File: config.mk
export PLATFORM = sky130hd
export DESIGN_NAME = lru_key_value_cache
export DESIGN_NICKNAME = d
export VERILOG_FILES = /design/src/rtl/core/lkv_pkg.sv /design/src/rtl/core/lkv_store.sv /design/src/rtl/core/lkv_ctrl.sv /design/src/rtl/core/lru_key_value_cache.sv
export SDC_FILE = /design/constraint.sdc
export NUM_CORES = 1
export LEC_CHECK = 0
export BUFFER_PORTS_ARGS = -buffer_cell sky130_fd_sc_hd__buf_2
export CORE_ASPECT_RATIO = 0.75
export CORE_MARGIN = 3
export CORE_UTILIZATION = 56
export DETAILED_ROUTE_END_ITERATION = 6
export PLACE_DENSITY = 0.83
export SETUP_SLACK_MARGIN = 0.02
export SLEW_MARGIN = 20
export SYNTH_ARGS = -nofsm -noshare
export SYNTH_HDL_FRONTEND = slang
export SYNTH_SLANG_ARGS = --single-unit
File: constraint.sdc
create_clock -name clk -period 5.08 [get_ports clk]
set_input_delay 1.016 -clock clk [delete_from_list [all_inputs] [get_ports clk]]
set_output_delay 1.016 -clock clk [all_outputs]
set_load 0.03 [all_outputs]
File: src/rtl/core/lkv_pkg.sv
// ----------------------------------------------------------------------------
// lkv_pkg: shared types and constants of the LRU key-value cache
// Payload structs, store control struct, opcodes and register map.
// ----------------------------------------------------------------------------
package lkv_pkg;

    // Default number of cache slots
    localparam int LKV_ENTRIES = 16;

    // Field widths
    localparam int KEY_W = 32;
    localparam int VAL_W = 32;
    localparam int CAP_W = 5;

    // Configuration port
    localparam int APB_DATA_W = 32;
    localparam int APB_ADDR_W = 3;
    localparam logic [APB_ADDR_W-3:0] REG_CAPACITY = '0;
    localparam logic [CAP_W-1:0] CAP_RESET = 5'd16;

    // Operation codes
    localparam logic OP_GET = 1'b0;
    localparam logic OP_PUT = 1'b1;

    // Request item
    typedef struct packed {
        logic                    op;
        logic signed [KEY_W-1:0] key;
        logic signed [VAL_W-1:0] value;
    } req_item_t;

    // Result item
    typedef struct packed {
        logic                    hit;
        logic signed [VAL_W-1:0] value_out;
    } rsp_item_t;

    // Control from sequencer to slot store
    typedef struct packed {
        logic rd_en;
        logic key_we;
        logic value_we;
        logic rank_we;
        logic valid_set;
        logic valid_clr;
    } store_ctl_t;

endpackage

File: src/rtl/core/lkv_store.sv
// ----------------------------------------------------------------------------
// lkv_store: slot storage of the LRU key-value cache
// Key, value and age-rank memories with one registered read port and one
// write port; per-slot valid flops cleared at reset.
// ----------------------------------------------------------------------------
module lkv_store #(
    parameter int ENTRIES = lkv_pkg::LKV_ENTRIES
) (
    input  logic                        clk,
    input  logic                        rst_n,
    input  lkv_pkg::store_ctl_t         ctl,
    input  logic [$clog2(ENTRIES)-1:0]  rd_addr,
    input  logic [$clog2(ENTRIES)-1:0]  wr_addr,
    input  logic [lkv_pkg::KEY_W-1:0]   wr_key,
    input  logic [lkv_pkg::VAL_W-1:0]   wr_value,
    input  logic [$clog2(ENTRIES)-1:0]  wr_rank,
    output logic [lkv_pkg::KEY_W-1:0]   rd_key,
    output logic [lkv_pkg::VAL_W-1:0]   rd_value,
    output logic [$clog2(ENTRIES)-1:0]  rd_rank,
    output logic                        rd_valid
);

    localparam int IDX_W = $clog2(ENTRIES);

    logic [lkv_pkg::KEY_W-1:0] key_mem   [ENTRIES];
    logic [lkv_pkg::VAL_W-1:0] value_mem [ENTRIES];
    logic [IDX_W-1:0]          rank_mem  [ENTRIES];

    logic [ENTRIES-1:0]        valid_reg;
    logic [lkv_pkg::KEY_W-1:0] rd_key_reg;
    logic [lkv_pkg::VAL_W-1:0] rd_value_reg;
    logic [IDX_W-1:0]          rd_rank_reg;
    logic                      rd_valid_reg;

    // Memory write and registered read
    always_ff @(posedge clk)
    begin
        if (ctl.key_we)
        begin
            key_mem[wr_addr] <= wr_key;
        end
        if (ctl.value_we)
        begin
            value_mem[wr_addr] <= wr_value;
        end
        if (ctl.rank_we)
        begin
            rank_mem[wr_addr] <= wr_rank;
        end
        if (ctl.rd_en)
        begin
            rd_key_reg   <= key_mem[rd_addr];
            rd_value_reg <= value_mem[rd_addr];
            rd_rank_reg  <= rank_mem[rd_addr];
        end
    end

    // Valid flops, cleared at reset
    always_ff @(posedge clk or negedge rst_n)
    begin
        if (!rst_n)
        begin
            valid_reg    <= '0;
            rd_valid_reg <= 1'b0;
        end
        else
        begin
            if (ctl.valid_set)
            begin
                valid_reg[wr_addr] <= 1'b1;
            end
            else if (ctl.valid_clr)
            begin
                valid_reg[wr_addr] <= 1'b0;
            end
            if (ctl.rd_en)
            begin
                rd_valid_reg <= valid_reg[rd_addr];
            end
        end
    end

    assign rd_key   = rd_key_reg;
    assign rd_value = rd_value_reg;
    assign rd_rank  = rd_rank_reg;
    assign rd_valid = rd_valid_reg;

endmodule

File: src/rtl/core/lkv_ctrl.sv
// ----------------------------------------------------------------------------
// lkv_ctrl: sequencer of the LRU key-value cache
// Scans all slots with one key comparator to find the hit and free slots;
// unless a get missed, sweeps them again to age ranks, evict and insert.
// ----------------------------------------------------------------------------
module lkv_ctrl #(
    parameter int ENTRIES = lkv_pkg::LKV_ENTRIES
) (
    input  logic                        clk,
    input  logic                        rst_n,
    input  logic [lkv_pkg::CAP_W-1:0]   capacity,
    input  logic                        item_valid,
    output logic                        item_ready,
    input  lkv_pkg::req_item_t          item,
    output logic                        res_valid,
    input  logic                        res_ready,
    output lkv_pkg::rsp_item_t          res,
    output lkv_pkg::store_ctl_t         ctl,
    output logic [$clog2(ENTRIES)-1:0]  rd_addr,
    output logic [$clog2(ENTRIES)-1:0]  wr_addr,
    output logic [lkv_pkg::KEY_W-1:0]   wr_key,
    output logic [lkv_pkg::VAL_W-1:0]   wr_value,
    output logic [$clog2(ENTRIES)-1:0]  wr_rank,
    input  logic [lkv_pkg::KEY_W-1:0]   rd_key,
    input  logic [lkv_pkg::VAL_W-1:0]   rd_value,
    input  logic [$clog2(ENTRIES)-1:0]  rd_rank,
    input  logic                        rd_valid
);

    localparam int IDX_W = $clog2(ENTRIES);
    localparam int CNT_W = $clog2(ENTRIES + 1);
    localparam int CMP_W = (CNT_W > lkv_pkg::CAP_W) ? CNT_W : lkv_pkg::CAP_W;
    localparam logic [CNT_W-1:0] CNT_END = CNT_W'(ENTRIES);
    localparam logic [CMP_W-1:0] CAP_MAX = CMP_W'(ENTRIES);

    typedef enum logic [3:0] {
        ST_IDLE   = 4'b0001,
        ST_SCAN   = 4'b0010,
        ST_UPDATE = 4'b0100,
        ST_RESULT = 4'b1000
    } state_t;

    state_t state_reg, state_next;

    logic                      op_reg, op_next;
    logic [lkv_pkg::KEY_W-1:0] key_reg, key_next;
    logic [lkv_pkg::VAL_W-1:0] value_reg, value_next;
    logic                      evict_reg, evict_next;
    logic [IDX_W-1:0]          evict_rank_reg, evict_rank_next;
    logic [CNT_W-1:0]          cap_eff_reg, cap_eff_next;
    logic [CNT_W-1:0]          used_reg, used_next;
    logic [CNT_W-1:0]          cnt_reg, cnt_next;
    logic                      pend_reg, pend_next;
    logic [IDX_W-1:0]          pend_idx_reg, pend_idx_next;
    logic                      found_reg, found_next;
    logic [IDX_W-1:0]          hit_idx_reg, hit_idx_next;
    logic [IDX_W-1:0]          hit_rank_reg, hit_rank_next;
    logic [lkv_pkg::VAL_W-1:0] hit_value_reg, hit_value_next;
    logic                      free_found_reg, free_found_next;
    logic [IDX_W-1:0]          free_idx_reg, free_idx_next;

    logic [CMP_W-1:0] cap_ext;
    logic [CNT_W-1:0] cap_eff;
    logic             key_match;
    logic             rank_below_hit;
    logic             rank_old;
    logic [IDX_W-1:0] rank_inc;
    logic             scan_more;

    // Effective capacity: zero counts as one, saturate at slot count
    always_comb
    begin
        cap_ext = CMP_W'(capacity);
        if (cap_ext == '0)
        begin
            cap_eff = CNT_W'(1);
        end
        else if (cap_ext > CAP_MAX)
        begin
            cap_eff = CNT_END;
        end
        else
        begin
            cap_eff = CNT_W'(cap_ext);
        end
    end

    // Shared comparator and rank arithmetic on the read slot
    assign key_match      = rd_valid && (rd_key == key_reg);
    assign rank_below_hit = rd_rank < hit_rank_reg;
    assign rank_old       = rd_rank >= evict_rank_reg;
    assign rank_inc       = rd_rank + IDX_W'(1);
    assign scan_more      = cnt_reg != CNT_END;

    assign item_ready = state_reg == ST_IDLE;
    assign res_valid  = state_reg == ST_RESULT;
    assign res.hit       = found_reg;
    assign res.value_out = found_reg ? hit_value_reg : '0;

    assign rd_addr  = cnt_reg[IDX_W-1:0];
    assign wr_addr  = pend_idx_reg;
    assign wr_key   = key_reg;
    assign wr_value = value_reg;

    // Sequencer
    always_comb
    begin
        state_next      = state_reg;
        op_next         = op_reg;
        key_next        = key_reg;
        value_next      = value_reg;
        evict_next      = evict_reg;
        evict_rank_next = evict_rank_reg;
        cap_eff_next    = cap_eff_reg;
        used_next       = used_reg;
        cnt_next        = cnt_reg;
        pend_next       = 1'b0;
        pend_idx_next   = pend_idx_reg;
        found_next      = found_reg;
        hit_idx_next    = hit_idx_reg;
        hit_rank_next   = hit_rank_reg;
        hit_value_next  = hit_value_reg;
        free_found_next = free_found_reg;
        free_idx_next   = free_idx_reg;
        ctl             = '0;
        wr_rank         = '0;

        case (state_reg)
            ST_IDLE:
            begin
                if (item_valid)
                begin
                    op_next         = item.op;
                    key_next        = item.key;
                    value_next      = item.value;
                    cap_eff_next    = cap_eff;
                    evict_next      = used_reg >= cap_eff;
                    evict_rank_next = IDX_W'(cap_eff - CNT_W'(1));
                    cnt_next        = '0;
                    found_next      = 1'b0;
                    free_found_next = 1'b0;
                    state_next      = ST_SCAN;
                end
            end

            ST_SCAN:
            begin
                // Issue reads
                if (scan_more)
                begin
                    ctl.rd_en     = 1'b1;
                    cnt_next      = cnt_reg + CNT_W'(1);
                    pend_next     = 1'b1;
                    pend_idx_next = cnt_reg[IDX_W-1:0];
                end
                // Check returned slot
                if (pend_reg)
                begin
                    if (key_match && !found_reg)
                    begin
                        found_next     = 1'b1;
                        hit_idx_next   = pend_idx_reg;
                        hit_rank_next  = rd_rank;
                        hit_value_next = rd_value;
                    end
                    if (!free_found_reg && (!rd_valid || (evict_reg && rank_old)))
                    begin
                        free_found_next = 1'b1;
                        free_idx_next   = pend_idx_reg;
                    end
                end
                if (!scan_more && !pend_reg)
                begin
                    cnt_next = '0;
                    if (op_reg == lkv_pkg::OP_GET && !found_reg)
                    begin
                        state_next = ST_RESULT;
                    end
                    else
                    begin
                        state_next = ST_UPDATE;
                    end
                end
            end

            ST_UPDATE:
            begin
                if (scan_more)
                begin
                    ctl.rd_en     = 1'b1;
                    cnt_next      = cnt_reg + CNT_W'(1);
                    pend_next     = 1'b1;
                    pend_idx_next = cnt_reg[IDX_W-1:0];
                end
                // Rewrite the returned slot
                if (pend_reg)
                begin
                    if (found_reg)
                    begin
                        // Touch: hit slot becomes most recent
                        if (pend_idx_reg == hit_idx_reg)
                        begin
                            ctl.rank_we  = 1'b1;
                            ctl.value_we = op_reg == lkv_pkg::OP_PUT;
                        end
                        else if (rd_valid && rank_below_hit)
                        begin
                            ctl.rank_we = 1'b1;
                            wr_rank     = rank_inc;
                        end
                    end
                    else
                    begin
                        // Insert: evict oldest, age the rest, fill free slot
                        if (pend_idx_reg == free_idx_reg)
                        begin
                            ctl.key_we    = 1'b1;
                            ctl.value_we  = 1'b1;
                            ctl.rank_we   = 1'b1;
                            ctl.valid_set = 1'b1;
                        end
                        else if (rd_valid && evict_reg && rank_old)
                        begin
                            ctl.valid_clr = 1'b1;
                        end
                        else if (rd_valid)
                        begin
                            ctl.rank_we = 1'b1;
                            wr_rank     = rank_inc;
                        end
                    end
                end
                if (!scan_more && !pend_reg)
                begin
                    if (!found_reg)
                    begin
                        used_next = evict_reg ? cap_eff_reg : used_reg + CNT_W'(1);
                    end
                    if (op_reg == lkv_pkg::OP_GET)
                    begin
                        state_next = ST_RESULT;
                    end
                    else
                    begin
                        state_next = ST_IDLE;
                    end
                end
            end

            ST_RESULT:
            begin
                if (res_ready)
                begin
                    state_next = ST_IDLE;
                end
            end

            default:
            begin
                state_next = ST_IDLE;
            end
        endcase
    end

    // Control state
    always_ff @(posedge clk or negedge rst_n)
    begin
        if (!rst_n)
        begin
            state_reg <= ST_IDLE;
            used_reg  <= '0;
            cnt_reg   <= '0;
            pend_reg  <= 1'b0;
            found_reg <= 1'b0;
        end
        else
        begin
            state_reg <= state_next;
            used_reg  <= used_next;
            cnt_reg   <= cnt_next;
            pend_reg  <= pend_next;
            found_reg <= found_next;
        end
    end

    // Item and scan results
    always_ff @(posedge clk)
    begin
        op_reg         <= op_next;
        key_reg        <= key_next;
        value_reg      <= value_next;
        evict_reg      <= evict_next;
        evict_rank_reg <= evict_rank_next;
        cap_eff_reg    <= cap_eff_next;
        pend_idx_reg   <= pend_idx_next;
        hit_idx_reg    <= hit_idx_next;
        hit_rank_reg   <= hit_rank_next;
        hit_value_reg  <= hit_value_next;
        free_found_reg <= free_found_next;
        free_idx_reg   <= free_idx_next;
    end

endmodule

File: src/rtl/core/lru_key_value_cache.sv
// ----------------------------------------------------------------------------
// lru_key_value_cache: fully associative key-value cache, LRU replacement
// Top level: configuration port, sequencer, slot store and result register.
// ----------------------------------------------------------------------------
// One request is handled at a time. A get that misses takes one read sweep of
// the slot store; a get that hits and any put take a read sweep to match the
// key and a second read-modify-write sweep to age ranks, evict and insert. The
// sweeps come from the single read port of the slot memories and the one
// shared key comparator. req_ready is high only while idle. A get result sits
// in an output register, so the next request is taken while it waits. Valid
// bits clear at reset, so no clearing pass is needed. capacity_in_use (address
// 0) resets to 16; zero acts as one and values above ENTRIES act as ENTRIES.
// ----------------------------------------------------------------------------
module lru_key_value_cache #(
    parameter int ENTRIES = lkv_pkg::LKV_ENTRIES
) (
    input  logic                             clk,
    input  logic                             rst_n,
    // Configuration port
    input  logic                             psel,
    input  logic                             penable,
    input  logic                             pwrite,
    input  logic [lkv_pkg::APB_ADDR_W-1:0]   paddr,
    input  logic [lkv_pkg::APB_DATA_W-1:0]   pwdata,
    output logic [lkv_pkg::APB_DATA_W-1:0]   prdata,
    output logic                             pready,
    // Request channel
    input  logic                             req_valid,
    output logic                             req_ready,
    input  lkv_pkg::req_item_t               req,
    // Result channel
    output logic                             rsp_valid,
    input  logic                             rsp_ready,
    output lkv_pkg::rsp_item_t               rsp
);

    localparam int IDX_W = $clog2(ENTRIES);

    logic [lkv_pkg::CAP_W-1:0] cap_reg;
    logic                      rsp_valid_reg;
    lkv_pkg::rsp_item_t        rsp_reg;

    logic                      reg_sel;
    logic                      res_valid;
    logic                      res_ready;
    lkv_pkg::rsp_item_t        res;

    lkv_pkg::store_ctl_t       ctl;
    logic [IDX_W-1:0]          rd_addr;
    logic [IDX_W-1:0]          wr_addr;
    logic [lkv_pkg::KEY_W-1:0] wr_key;
    logic [lkv_pkg::VAL_W-1:0] wr_value;
    logic [IDX_W-1:0]          wr_rank;
    logic [lkv_pkg::KEY_W-1:0] rd_key;
    logic [lkv_pkg::VAL_W-1:0] rd_value;
    logic [IDX_W-1:0]          rd_rank;
    logic                      rd_valid;

    // Register decode
    assign reg_sel = paddr[lkv_pkg::APB_ADDR_W-1:2] == lkv_pkg::REG_CAPACITY;
    assign pready  = 1'b1;
    assign prdata  = reg_sel ? lkv_pkg::APB_DATA_W'(cap_reg) : '0;

    always_ff @(posedge clk or negedge rst_n)
    begin
        if (!rst_n)
        begin
            cap_reg <= lkv_pkg::CAP_RESET;
        end
        else if (psel && penable && pwrite && reg_sel)
        begin
            cap_reg <= pwdata[lkv_pkg::CAP_W-1:0];
        end
    end

    // Sequencer
    lkv_ctrl #(
        .ENTRIES (ENTRIES)
    ) u_ctrl (
        .clk        (clk),
        .rst_n      (rst_n),
        .capacity   (cap_reg),
        .item_valid (req_valid),
        .item_ready (req_ready),
        .item       (req),
        .res_valid  (res_valid),
        .res_ready  (res_ready),
        .res        (res),
        .ctl        (ctl),
        .rd_addr    (rd_addr),
        .wr_addr    (wr_addr),
        .wr_key     (wr_key),
        .wr_value   (wr_value),
        .wr_rank    (wr_rank),
        .rd_key     (rd_key),
        .rd_value   (rd_value),
        .rd_rank    (rd_rank),
        .rd_valid   (rd_valid)
    );

    // Slot store
    lkv_store #(
        .ENTRIES (ENTRIES)
    ) u_store (
        .clk      (clk),
        .rst_n    (rst_n),
        .ctl      (ctl),
        .rd_addr  (rd_addr),
        .wr_addr  (wr_addr),
        .wr_key   (wr_key),
        .wr_value (wr_value),
        .wr_rank  (wr_rank),
        .rd_key   (rd_key),
        .rd_value (rd_value),
        .rd_rank  (rd_rank),
        .rd_valid (rd_valid)
    );

    // Result register: loads when empty or draining this cycle
    assign res_ready = !rsp_valid_reg || rsp_ready;

    always_ff @(posedge clk or negedge rst_n)
    begin
        if (!rst_n)
        begin
            rsp_valid_reg <= 1'b0;
        end
        else if (res_ready)
        begin
            rsp_valid_reg <= res_valid;
        end
    end

    always_ff @(posedge clk)
    begin
        if (res_ready && res_valid)
        begin
            rsp_reg <= res;
        end
    end

    assign rsp_valid = rsp_valid_reg;
    assign rsp       = rsp_reg;

endmodule
==> results.cfg <==
[worst_setup_path]
cp_max_fo = 17
endpoint = u_store.value_mem[10][31]$_DFFE_PP_
arrival_ns = 4.09
crit_top_cell = buf_4
crit_required_ns = 5.47
r2r_end = u_store.value_mem[10][31]$_DFFE_PP_
crit_slowest_cell = nor2_4
cp-start-kind = flip-flop
reg2reg_depth = 7
r2r_setup_slack_ns = 1.38
crit_type = flip-flop to flip-flop
path_cells = xor2_1 > nor4_4 > nand3_2 > buf_4 > o21a_2 > nor2_4 > buf_4
end_kind = flip-flop
setup.worst_path.start = u_ctrl.wr_addr[3]$_DFFE_PP_
max_stage_delay_ns = 0.70
timing.rr.start = u_ctrl.wr_addr[3]$_DFFE_PP_

[clock_network]
cts_buffer_depth = 3
cts-resized-gates = 0
htree_num_levels = 3
clk_pin_slew_ns = 0.07
clk_root_buffer_cell = clkbuf_16
cts_buffers = 115
cts_sinks = 1352
postCtsHoldBufs = 0
post-cts-setup-buffers = 0
cts_tree = built
insertion_delay_ns = 0.73

[grt]
grt_max_degree = 158
antenna_found_initial = 4
grt.total_usage_pct = 24.8
overflow = 0
grt_pass1_vias = 25200
grt_pass1_wl_um = 171000

[synthesis]
synth_top_area_cell = edfxtp_1
ys_warn_count = 0
syn_avg_cell_area_sq_um = 23.3
synth_top_cells_by_count = edfxtp_1 (1,313), mux4_2 (343), nor2_1 (42)
synth_top_cells_by_area = edfxtp_1 (77%), mux4_2 (15%), dfrtp_1 (1.8%)
synthArstFlopShare_pct = 2.88
synth_top_flop_cell = edfxtp_1
synth_most_common_cell = edfxtp_1
yosys_register_bits = 1352
synth_top_area_share_pct = 76.8
syn_inst = 2207
synth_edf_count = 1313
synth_cell_types = 56
netlist_area_sq_um = 51400
seq_area_frac_synth_pct = 78.7

[layout]
finalNonFillerCells = 3707
drive_gt1_share_pct = 29.3
syn_to_final_growth_pct = 11.7
final_core_util_pct = 63.6
multi_input_area_sq_um = 10400
antenna_cells = 0
register_area_sq_um = 40400
nFillCells = 5556
nNetsFinal = 2517
stdcell_area_sq_um = 57400
top_regs = u_store.key_mem x512, u_store.value_mem x512, u_store.rank_mem x64

[timing]
worst_slew_pin_slew_ns = 1.12
fmax_ghz = 0.270
setup_viol = 0
fin_crit_ns = 3.70
min_period_over_period_pct = 72.8
setup_tns_ns = 0
holdWs_ns = 0.417
rsz0062_at_grt = false
worst_slew_margin_rel_pct = 25.0
finClkSkew_ns = 0.0376
fin_ws_ns = 1.38
hold_viol_final = 0
slew_viol_final = 0

[placed_design]
gp_congestion = 0.785
place_inst = 3488
placed_area_sq_um = 53500
io_buffers = 117
hpwl_um = 59600
dp_slack_ns = 1.47

[power]
p_leak_nw = 18.1
power.density_nw_per_um2 = 496
p_total_mw = 28.5
peakVddDrop_uv = 542

[job]
cap_violations = 0

[die]
rows = 95
core_sq_um = 90200
die_w_um = 356
io_pins = 175
start_util_pct = 56.9
die_area_sq_um = 95400
die_h_um = 268

[route]
vias_per_cell = 6.48
wl_per_cell_um = 31.3
route.met3.wl_um = 10200
routed_wirelength_um = 116000
first_pass_iters = 5
drt_iter0_drc = 3227
routedLengthMet1_um = 42000
num_vias = 24000
dr_wl_met2_um = 60400
postRouteAntennaNets = 0
maxUsedRoutingLayer = met4
drcViolationCount = 0

[worst_hold_path]
worstHoldPathType = flip-flop to flip-flop
hold_depth = 0

[status]
status = finished clean
==> worst min-delay path by stage <==
stage	from	to	slack (ns)
2_1_floorplan	u_store.rd_value[0]$_DFFE_PP_	u_ctrl.hit_value_reg[0]$_DFFE_PP_	0.40
3_3_place_gp	u_store.rd_value[28]$_DFFE_PP_	u_ctrl.hit_value_reg[28]$_DFFE_PP_	0.40
3_5_place_dp	u_store.rd_value[31]$_DFFE_PP_	u_ctrl.hit_value_reg[31]$_DFFE_PP_	0.41
4_1_cts	req[10]	u_ctrl.wr_value[10]$_DFFE_PP_	0.40
5_1_grt	u_store.rd_value[28]$_DFFE_PP_	u_ctrl.hit_value_reg[28]$_DFFE_PP_	0.42
6_report	u_store.rd_value[31]$_DFFE_PP_	u_ctrl.hit_value_reg[31]$_DFFE_PP_	0.42
==> metal layers <==
metal	track usage, %	vias to the layer above
met3	5.07	251
met1	32.8	12700
met2	42.5	1550
met5	0.0976	-
li1	-	9546
met4	7.51	0
==> critical path, delay by kind of cell (launching register included) <==
kind | cells | cell delay, ns
AO/OA/AOI/OAI | 1 | 0.45
XOR/XNOR | 1 | 0.27
buffers and inverters | 2 | 0.74
flip-flops | 1 | 0.59
AND/OR/NAND/NOR | 3 | 1.24
==> logic make-up (layout without fill, tap and decap cells) <==
logic type / count (synthesis) / count (layout) / share of synthesized area [%]
flops: 1352 / 1352 / 78.7
compound gates: 67 / 67 / 0.867
xor+xnor: 45 / 45 / 0.767
other cells: 2 / 28 / 0.0146
buf+inv: 166 / 428 / 1.83
simple gates: 206 / 206 / 2.20
mux: 352 / 352 / 15.2
fa+ha+maj: 17 / 17 / 0.414
==> layout make-up <==
cell class	instances	share of cell area (%)
Timing Repair Buffer	168	1.88
Multi-Input combinational cell	715	18.1
Clock inverter	70	1.34
Clock buffer	149	5.31
Sequential cell	1352	70.4
Tap cell	1212	2.64
Inverter	41	0.273
==> placed cells by master, fill, tap and decap left out, types with 23 or more instances in the layout <==
master,Yosys,final
edfxtp_1,1313,1313
mux4_2,343,343
buf_2,17,117
clkbuf_16,0,116
buf_4,29,42
inv_1,41,40
xnor2_1,34,34
nor2_4,1,34
and2_1,34,34
dfrtp_1,37,33
clkbuf_1,36,31
clkinv_1,0,30
conb_1,2,28
nand2_1,27,27
nand4_1,25,25
nor3_1,24,24
a21o_1,23,23
==> where the power goes <==
group	internal (mW)	total [mW]	switching [mW]
Combinational	2.65	5.35	2.70
Sequential	13.4	14.2	0.823
Clock	4.88	8.91	4.03
(Power assumes the default switching activity.)
